==> config.mk <==
export PLATFORM = sky130hd
export DESIGN_NAME = utf8_stream_validator
export DESIGN_NICKNAME = d
export VERILOG_FILES = /design/src/design/utf8v_pkg.sv /design/src/design/utf8v_in_reg.sv /design/src/design/utf8v_decode.sv /design/src/design/utf8_stream_validator.sv
export VERILOG_INCLUDE_DIRS = /design/src /design/src/design
export SDC_FILE = /design/constraint.sdc
export NUM_CORES = 1
export LEC_CHECK = 0
export ABC_AREA = 1
export CORE_MARGIN = 3
export CORE_UTILIZATION = 60
export CTS_CLUSTER_DIAMETER = 40
export DETAILED_ROUTE_END_ITERATION = 16
export DONT_BUFFER_PORTS = 1
export PLACE_DENSITY = 0.88
export SKIP_LAST_GASP = 1
export SLEW_MARGIN = 20
export SYNTH_ARGS = -nofsm -noshare
export SYNTH_HDL_FRONTEND = slang
export SYNTH_SLANG_ARGS = --single-unit
==> constraint.sdc <==
create_clock -name clk_i -period 5.1 [get_ports clk_i]
set_input_delay 0.765 -clock clk_i [delete_from_list [all_inputs] [get_ports clk_i]]
set_output_delay 0.765 -clock clk_i [all_outputs]
set_load 0.05 [all_outputs]
==> src/design/utf8_stream_validator_macros.svh <==
// assertion macros for the utf8 stream validator
// each check is sampled on clk_i and switched off while rst_ni is low
`ifndef UTF8_STREAM_VALIDATOR_MACROS_SVH
`define UTF8_STREAM_VALIDATOR_MACROS_SVH

`ifndef SYNTHESIS

// condition that must hold at every edge out of reset
`define UTF8V_ASSERT_ALWAYS(label, cond, msg) \
  label: assert property (@(posedge clk_i) disable iff (!rst_ni) (cond)) else $error(msg);

// antecedent at one edge implies consequent at the same edge
`define UTF8V_ASSERT_SAME(label, ante, cons, msg) \
  label: assert property (@(posedge clk_i) disable iff (!rst_ni) (ante) |-> (cons)) \
    else $error(msg);

// antecedent at one edge implies consequent at the next edge
`define UTF8V_ASSERT_NEXT(label, ante, cons, msg) \
  label: assert property (@(posedge clk_i) disable iff (!rst_ni) (ante) |=> (cons)) \
    else $error(msg);

`else

`define UTF8V_ASSERT_ALWAYS(label, cond, msg)
`define UTF8V_ASSERT_SAME(label, ante, cons, msg)
`define UTF8V_ASSERT_NEXT(label, ante, cons, msg)

`endif

`endif

==> src/design/utf8v_pkg.sv <==
`default_nettype none

package utf8v_pkg;

  // allowed range of the next continuation byte
  typedef enum logic [2:0] {
    LIM_ANY = 3'd0,
    LIM_E0  = 3'd1,
    LIM_ED  = 3'd2,
    LIM_F0  = 3'd3,
    LIM_F4  = 3'd4
  } lim_e;

  // byte boundaries
  localparam logic [7:0] CONT_LO      = 8'h80;
  localparam logic [7:0] CONT_HI      = 8'hBF;
  localparam logic [7:0] LEAD2_LO     = 8'hC2;
  localparam logic [7:0] LEAD2_HI     = 8'hDF;
  localparam logic [7:0] LEAD3_LO     = 8'hE0;
  localparam logic [7:0] LEAD3_HI     = 8'hEF;
  localparam logic [7:0] LEAD4_LO     = 8'hF0;
  localparam logic [7:0] LEAD4_HI     = 8'hF4;
  localparam logic [7:0] LEAD_ED      = 8'hED;
  localparam logic [7:0] CONT_E0_LO   = 8'hA0;
  localparam logic [7:0] CONT_ED_HI   = 8'h9F;
  localparam logic [7:0] CONT_F0_LO   = 8'h90;
  localparam logic [7:0] CONT_F4_HI   = 8'h8F;
  localparam logic [7:0] BYTE_NUL     = 8'h00;

  // one input request
  typedef struct packed {
    logic [7:0] byte_value;
    logic       last_byte;
  } req_t;

  // decoder state carried between bytes
  typedef struct packed {
    logic [1:0] pend;
    lim_e       lim;
    logic       err;
  } state_t;

  // one result
  typedef struct packed {
    logic error_seen;
    logic message_done;
    logic message_valid;
  } res_t;

endpackage

`default_nettype wire

==> src/design/utf8v_in_reg.sv <==
`default_nettype none

module utf8v_in_reg import utf8v_pkg::*; (
  input  wire logic clk_i,
  input  wire logic rst_ni,
  input  wire logic req_valid_i,
  input  wire req_t req_i,
  output logic      req_stall_o,
  output logic      valid_o,
  output req_t      req_o,
  input  wire logic advance_i
);

  logic valid_q;
  logic valid_d;
  req_t req_q;
  logic load;

  // hold while the stored request cannot move on
  assign req_stall_o = valid_q && !advance_i;
  assign load        = req_valid_i && !req_stall_o;

  always_comb begin
    valid_d = valid_q;
    if (load) begin
      valid_d = 1'b1;
    end else if (advance_i) begin
      valid_d = 1'b0;
    end
  end

  always_ff @(posedge clk_i or negedge rst_ni) begin
    if (!rst_ni) begin
      valid_q <= 1'b0;
    end else begin
      valid_q <= valid_d;
    end
  end

  // payload
  always_ff @(posedge clk_i) begin
    if (load) begin
      req_q <= req_i;
    end
  end

  assign valid_o = valid_q;
  assign req_o   = req_q;

endmodule

`default_nettype wire

==> src/design/utf8v_decode.sv <==
`default_nettype none

module utf8v_decode import utf8v_pkg::*; (
  input  wire req_t   req_i,
  input  wire state_t state_i,
  output state_t      state_o,
  output res_t        res_o
);

  logic [7:0] b;
  logic [7:0] lo;
  logic [7:0] hi;
  logic [1:0] pend;
  lim_e       lim;
  logic       err;

  assign b = req_i.byte_value;

  // continuation byte range for the current limit
  always_comb begin
    lo = CONT_LO;
    hi = CONT_HI;
    unique case (state_i.lim)
      LIM_E0:  lo = CONT_E0_LO;
      LIM_ED:  hi = CONT_ED_HI;
      LIM_F0:  lo = CONT_F0_LO;
      LIM_F4:  hi = CONT_F4_HI;
      default: begin
        lo = CONT_LO;
        hi = CONT_HI;
      end
    endcase
  end

  // byte classification and state step
  always_comb begin
    err  = state_i.err;
    pend = state_i.pend;
    lim  = LIM_ANY;
    if (state_i.pend != 2'd0) begin
      if (b < lo || b > hi) begin
        err = 1'b1;
      end
      pend = state_i.pend - 2'd1;
    end else begin
      priority if (b == BYTE_NUL) begin
        err = 1'b1;
      end else if (b < CONT_LO) begin
        // plain ascii
      end else if (b >= LEAD2_LO && b <= LEAD2_HI) begin
        pend = 2'd1;
      end else if (b >= LEAD3_LO && b <= LEAD3_HI) begin
        pend = 2'd2;
        if (b == LEAD3_LO) begin
          lim = LIM_E0;
        end else if (b == LEAD_ED) begin
          lim = LIM_ED;
        end
      end else if (b >= LEAD4_LO && b <= LEAD4_HI) begin
        pend = 2'd3;
        if (b == LEAD4_LO) begin
          lim = LIM_F0;
        end else if (b == LEAD4_HI) begin
          lim = LIM_F4;
        end
      end else begin
        err = 1'b1;
      end
    end
    // sequence cut short by the last byte
    if (req_i.last_byte && pend != 2'd0) begin
      err = 1'b1;
    end
  end

  // clear everything after the last byte
  always_comb begin
    if (req_i.last_byte) begin
      state_o = '{pend: 2'd0, lim: LIM_ANY, err: 1'b0};
    end else begin
      state_o = '{pend: pend, lim: lim, err: err};
    end
  end

  assign res_o = '{error_seen:    err,
                   message_done:  req_i.last_byte,
                   message_valid: req_i.last_byte && !err};

endmodule

`default_nettype wire

==> src/design/utf8_stream_validator.sv <==
// utf8 stream validator
// input channel: one byte per request on byte_value_i, last_byte_i marks the
//   final byte of a message; a request is taken when in_valid_i is high and
//   in_stall_o is low
// output channel: one result per byte on error_seen_o, message_done_o and
//   message_valid_o; a result is taken when out_valid_o is high and
//   out_stall_i is low
// a byte held in the input register is decoded and its result is written to
//   the result register; throughput: one byte per cycle while out_stall_i is
//   low; the input register feeds the decoder, whose state and result
//   register are both written in the same cycle
// error_seen_o is sticky over the message; on the last byte message_valid_o
//   gives the verdict and the decoder state clears for the next message
// reset clears the decoder state and both valid flags; requests in flight
//   are dropped
// when out_stall_i is high the result holds, the input register holds its
//   byte and in_stall_o rises only once that register is full
`default_nettype none

`include "utf8_stream_validator_macros.svh"

module utf8_stream_validator import utf8v_pkg::*; (
  input  wire logic       clk_i,
  input  wire logic       rst_ni,
  input  wire logic       in_valid_i,
  output logic            in_stall_o,
  input  wire logic [7:0] byte_value_i,
  input  wire logic       last_byte_i,
  output logic            out_valid_o,
  input  wire logic       out_stall_i,
  output logic            error_seen_o,
  output logic            message_done_o,
  output logic            message_valid_o
);

  req_t   in_req;
  req_t   s1_req;
  logic   s1_valid;
  logic   out_ready;
  logic   advance;
  state_t state_q;
  state_t state_d;
  res_t   res_d;
  res_t   res_q;
  logic   out_valid_q;

  assign in_req = '{byte_value: byte_value_i, last_byte: last_byte_i};

  // input register
  utf8v_in_reg u_in_reg (
    .clk_i       (clk_i),
    .rst_ni      (rst_ni),
    .req_valid_i (in_valid_i),
    .req_i       (in_req),
    .req_stall_o (in_stall_o),
    .valid_o     (s1_valid),
    .req_o       (s1_req),
    .advance_i   (advance)
  );

  // per-byte decode
  utf8v_decode u_decode (
    .req_i   (s1_req),
    .state_i (state_q),
    .state_o (state_d),
    .res_o   (res_d)
  );

  // output register frees when empty or when its result is taken
  assign out_ready = !out_valid_q || !out_stall_i;
  assign advance   = s1_valid && out_ready;

  always_ff @(posedge clk_i or negedge rst_ni) begin
    if (!rst_ni) begin
      state_q     <= '{pend: 2'd0, lim: LIM_ANY, err: 1'b0};
      out_valid_q <= 1'b0;
    end else begin
      if (advance) begin
        state_q <= state_d;
      end
      if (out_ready) begin
        out_valid_q <= advance;
      end
    end
  end

  // result payload
  always_ff @(posedge clk_i) begin
    if (advance) begin
      res_q <= res_d;
    end
  end

  assign out_valid_o     = out_valid_q;
  assign error_seen_o    = res_q.error_seen;
  assign message_done_o  = res_q.message_done;
  assign message_valid_o = res_q.message_valid;

  // checks
  `UTF8V_ASSERT_SAME(a_verdict_consistent, out_valid_q && res_q.message_valid, res_q.message_done && !res_q.error_seen, "verdict valid without done or with error")
  `UTF8V_ASSERT_NEXT(a_clear_after_last, advance && s1_req.last_byte, state_q.pend == 2'd0 && state_q.lim == LIM_ANY && !state_q.err, "state not cleared after last byte")
  `UTF8V_ASSERT_NEXT(a_error_sticky, advance && !s1_req.last_byte && res_d.error_seen, state_q.err, "error flag lost inside a message")
  `UTF8V_ASSERT_ALWAYS(a_limit_needs_pending, state_q.lim == LIM_ANY || state_q.pend == 2'd2 || state_q.pend == 2'd3, "range limit set with too few pending bytes")

endmodule

`default_nettype wire
=== Yosys cells after proc, flatten, opt, wreduce, memory -nomap -nowiden ===
Index checks and enable logic that the tools add are counted.
Widths: inputs -> output; s select.

* Bits in registers: 20
* Output and inout port bits: 5
* Bits of input ports: 13
* Word-level logic and storage cells: 76

* Reduce and logical (&&, ||, !) cells: 19
* $add $sub $neg: 1
* Muxes and demuxes: 29
* $lt $le $gt $ge: 9
* Equal/unequal tests: 8

{| class="wikitable"
|+ Operators by type and width
! kind !! count
|-
| $eq 8x8->1 const B || 4
|-
| $mux 3 || 9
|-
| $ge 8x8->1 const B || 3
|-
| $le 8x8->1 const B || 3
|-
| $pmux 6 s2 || 2
|-
| $mux 2 || 7
|-
| $mux 1 || 10
|-
| $gt 8x8->1 || 1
|-
| $logic_and 1x1->1 || 8
|-
| $logic_not 8->1 || 1
|-
| $lt 8x8->1 || 1
|-
| $lt 8x8->1 const B || 1
|-
| $eq 3x2->1 const B || 2
|-
| $mux 6 || 1
|-
| $reduce_bool 2->1 || 3
|-
| $logic_not 1->1 || 5
|-
| $eq 3x1->1 const B || 1
|-
| $eq 3x3->1 const B || 1
|-
| $logic_or 1x1->1 || 2
|-
| $sub 2x1->2 const B || 1
|}

=== Longest topological paths before layout ===
* Depth in word-level cells: 13
* Mapped depth: 11
* Mapped depth without buffers: 11

=== By module ===
Synthesis repeated with hierarchy kept, for this count alone.

* Cell total of the unflattened synthesis: 130
* Area, all modules: 1088.5 um^2

{| class="wikitable"
|+ Modules (own cells, without submodules)
! module !! cells an instance !! area each (um^2) !! times used
|-
| utf8v_decode || 82 || 395.4 || 1
|-
| utf8_stream_validator || 32 || 365.4 || 1
|-
| utf8v_in_reg || 16 || 327.8 || 1
|}

=== Worst setup path after synthesis ===
No wires, ideal clock.

* Path kind: input port to output port
* Start: in out_stall_i
* End: out in_stall_o
* Stages: 2
* Setup slack: 2838 ps
* Required time: 4335 ps
* Arrival: 1497 ps
* Path through: nand2_2 > nor2_1

* Cells in the longest elaborated chain, start to end: 5

{| class="wikitable"
|+ Ends and longest elaborated chain
! element !! RTL line !! text
|-
| start, declared || utf8_stream_validator.sv:30 || <nowiki>input wire logic out_stall_i,</nowiki>
|-
| $logic_not 1->1 || utf8_stream_validator.sv:70 || <nowiki>assign out_ready = !out_valid_q || !out_stall_i;</nowiki>
|-
| $logic_or 1x1->1 || utf8_stream_validator.sv:70 ||
|-
| $logic_and 1x1->1 || utf8_stream_validator.sv:71 || <nowiki>assign advance = s1_valid && out_ready;</nowiki>
|-
| $logic_not 1->1 || utf8v_in_reg.sv:20 || <nowiki>assign req_stall_o = valid_q && !advance_i;</nowiki>
|-
| $logic_and 1x1->1 || utf8v_in_reg.sv:20 ||
|-
| end, declared || utf8_stream_validator.sv:26 || <nowiki>output logic in_stall_o,</nowiki>
|}

Every way passes these cells.

=== Worst setup path in the final report ===
* Start: reg out_valid_q, in the netlist out_valid_o
* End: out in_stall_o

* Cells in the longest elaborated chain, start to end: 5

{| class="wikitable"
|+ Ends and longest elaborated chain
! element !! RTL line !! text
|-
| start, declared || utf8_stream_validator.sv:45 || <nowiki>logic out_valid_q;</nowiki>
|-
| start signal, assigned || utf8_stream_validator.sv:82 || <nowiki>out_valid_q <= advance;</nowiki>
|-
| $logic_not 1->1 || utf8_stream_validator.sv:70 ||
|-
| $logic_or 1x1->1 || utf8_stream_validator.sv:70 ||
|-
| $logic_and 1x1->1 || utf8_stream_validator.sv:71 ||
|-
| $logic_not 1->1 || utf8v_in_reg.sv:20 ||
|-
| $logic_and 1x1->1 || utf8v_in_reg.sv:20 ||
|}

Every way passes these cells.

==> results.py <==
metrics = {
    "route": {
        "wl_per_cell_um": 13.50,
        "viasPerCell": 5.771,
        "routed_wl_mm": 1.769,
        "drt_iter0_drc": 18,
        "drtAntennaViolNets": 0,
        "firstDrtPassIters": 4,
        "drc_errors": 0,
        "vias": 756,
    },
    "timing": {
        "clock_skew_ns": 0.003351,
        "tightestPinTransition_ns": 0.8718,
        "maxSlewViolCount": 0,
        "period_share_pct": 50.73,
        "clock.fmax_mhz": 386.5,
        "finalSetupViolations": 0,
        "fin_crit_ns": 2.587,
        "maxSlewHeadroom_pct": 41.67,
        "fin_hold_ws_ns": 0.1464,
        "finalHoldViolations": 0,
        "rsz0062_at_grt": "false",
        "tns_ns": 0,
    },
    "critical_path": {
        "required_ns": 4.34,
        "crit_type": "register to primary output",
        "worst_ep_arrival_time_ns": 1.82,
        "crit_chain": "nand2_2, nor2_1",
        "cpPeakStageDelay_ns": 0.69,
        "worstSetupStartpoint": "out_valid_o$_DFFE_PN0P_",
        "cp-end-kind": "primary output",
        "worstRegToRegCells": 8,
        "crit_slowest_cell": "nor2_1",
        "rr_startpoint": "state_q[2]$_DFFE_PN0P_",
        "worst-path-max-fanout": 5,
        "critPathLaunchType": "register",
    },
    "power": {
        "p_per_area_nw_per_um2": 322.3,
        "vdd_ir_drop_max_mv": 0.2216,
        "p_leak_nw": 0.4730,
    },
    "logic_synthesis": {
        "syn-num-nets": 127,
        "yosys_register_bits": 20,
        "netlist_area_um2": 1023,
        "ys_warn_count": 0,
        "postSynthCellCount": 111,
        "ys_seq_area_share_pct": 54.77,
        "synth_cell_types": 23,
        "postSynthAreaPerCell_um2": 9.221,
    },
    "floorplanning": {
        "rows": 14,
        "io_pins": 18,
        "die_area_um2": 2237,
        "die_w_um": 47.30,
        "die_height_um": 47.30,
        "core_um2": 1559,
        "start_util_pct": 65.65,
    },
    "clock_network": {
        "insertion_delay_ns": 0.30,
        "clk_pin_slew_ns": 0.10,
        "cts_setup_buffers": 0,
        "post_cts_resized": 0,
        "clkSinkCount": 20,
        "tritoncts": "done",
        "numCtsBuffers": 3,
        "cts_htree_levels": 1,
        "ctsHoldBuffers": 0,
        "root_buffer": "clkbuf_4",
        "cts_buffer_depth": 2,
    },
    "placement": {
        "placed_cell_area_um2": 1044,
        "gp_congestion": 0.7880,
        "numPortBuffers": 0,
        "dpl.hpwl_mm": 1.450,
    },
    "outcome": {
        "status": "finished, final reports clean",
    },
    "run": {
        "max_cap_violations": 0,
    },
    "global_route": {
        "overflow": 0,
        "grt_pass1_vias": 662,
        "grt_pass1_wl_mm": 2.691,
        "track_usage_pct": 17.96,
        "grt_max_degree": 12,
        "antenna_found_initial": 0,
    },
    "worst_hold_path": {
        "hold_path_class": "primary input to asynchronous set/reset pin",
    },
    "finish": {
        "antennaDiodeCount": 0,
        "areaGrowthSynthToFinish_pct": 4.524,
        "nNetsFinal": 132,
        "drive_gt1_share_pct": 17.39,
        "fin_area_um2": 1070,
    },
}
-- state kept, by name, indices dropped and copies added (netlist names) --
register and cells:
u_in_reg.valid_o 1, message_valid_o 1, error_seen_o 1, out_valid_o 1, message_done_o 1, state_q 6, u_in_reg.req_o 9
-- where the power goes --
group | switching, mW | internal, mW | leakage (nW) | total (mW)
sequential | 0.0275 | 0.190 | 0.220 | 0.218
clock | 0.0431 | 0.0305 | 0.0150 | 0.0736
combinational | 0.0374 | 0.0159 | 0.238 | 0.0533
-- Yosys cell counts --
library cell	n	area, um^2
nand2_1	23	86.33
edfxtp_1	12	360.4
o21ai_0	3	15.01
nor3_1	4	20.02
o21ai_1	3	15.01
nor2_1	9	33.78
o21ai_2	1	8.760
nand3_1	8	40.04
nor2_2	3	18.77
nand2_2	4	25.02
o31ai_1	1	7.510
o22ai_1	2	12.51
a21oi_2	1	8.760
nor3b_1	1	7.510
dfrtp_1	8	200.2
inv_2	5	18.77
ha_1	3	37.54
nand4_1	1	6.260
inv_1	13	48.80
nand3_2	3	30.03
a21o_1	1	7.510
o41ai_1	1	8.760
nor4_1	1	6.260
-- worst max-delay path, delay by kind of cell (launching register included) --
kind          cells  cell delay, ns
simple gates      2            0.86
flops             1            0.67
-- stage by stage --
step,power (mW),utilization [%],worst slack [ns],cells
3_3_place_gp,0.2702,66.93,2.822,127
2_1_floorplan,0.2624,-,2.838,111
6_report,0.3448,68.62,2.513,131
3_5_place_dp,0.2745,66.93,2.808,127
5_1_grt,0.3627,68.62,2.444,131
4_1_cts,0.3469,68.62,2.499,131
-- cells by family after synthesis --
logic type	after synthesis	share of synthesized area (%)
and+or+nand+nor	57	26.77
DFF	20	54.77
adders and majority gates	3	3.668
AOI/OAI and AO/OA	13	8.191
buffers and inverters	18	6.602
-- final cells by class --
| cell class | count | area [um^2] |
|---|---|---|
| multi-input combinational | 73 | 395.4 |
| fill | 108 | 489.2 |
| inverter | 18 | 67.56 |
| tap | 16 | 20.02 |
| clock buffer | 4 | 26.28 |
| sequential | 20 | 560.5 |
-- path summary, 6_finish.rpt --
check                                               end  slack [ns]
setup / recovery                             in_stall_o        2.51
hold / removal             u_in_reg.valid_o$_DFFE_PN0P_        0.15
setup reg to reg                 error_seen_o$_DFFE_PP_        3.37
hold reg to reg                  state_q[0]$_DFFE_PN0P_        0.54
max in group asynchronous       out_valid_o$_DFFE_PN0P_        4.88
min in group clk_i               state_q[0]$_DFFE_PN0P_        0.54
-- metal layers --
layer  global-route usage, %  up-vias  part of all wire (%)  routed length, um
met5                       0        -                     0                  0
met4                   11.60        0                   2.3                 40
met3                   5.364        6                   4.9                 87
met2                   29.14       29                    50                881
met1                   20.34      340                    43                760
li1                        -      381                     -                  -
-- cells in the final DEF (no fill, tap or decap), types with 2 or more instances in the layout --
cell	n
nand2_2	4
o21ai_0	3
nand3_2	3
edfxtp_1	12
nand2_1	23
nor3_1	4
ha_1	3
nor2_1	9
dfrtp_1	8
inv_2	5
nor2_2	3
clkbuf_4	3
inv_1	13
o21ai_1	3
nand3_1	8
o22ai_1	2
Power figures use the tool's default switching activity.
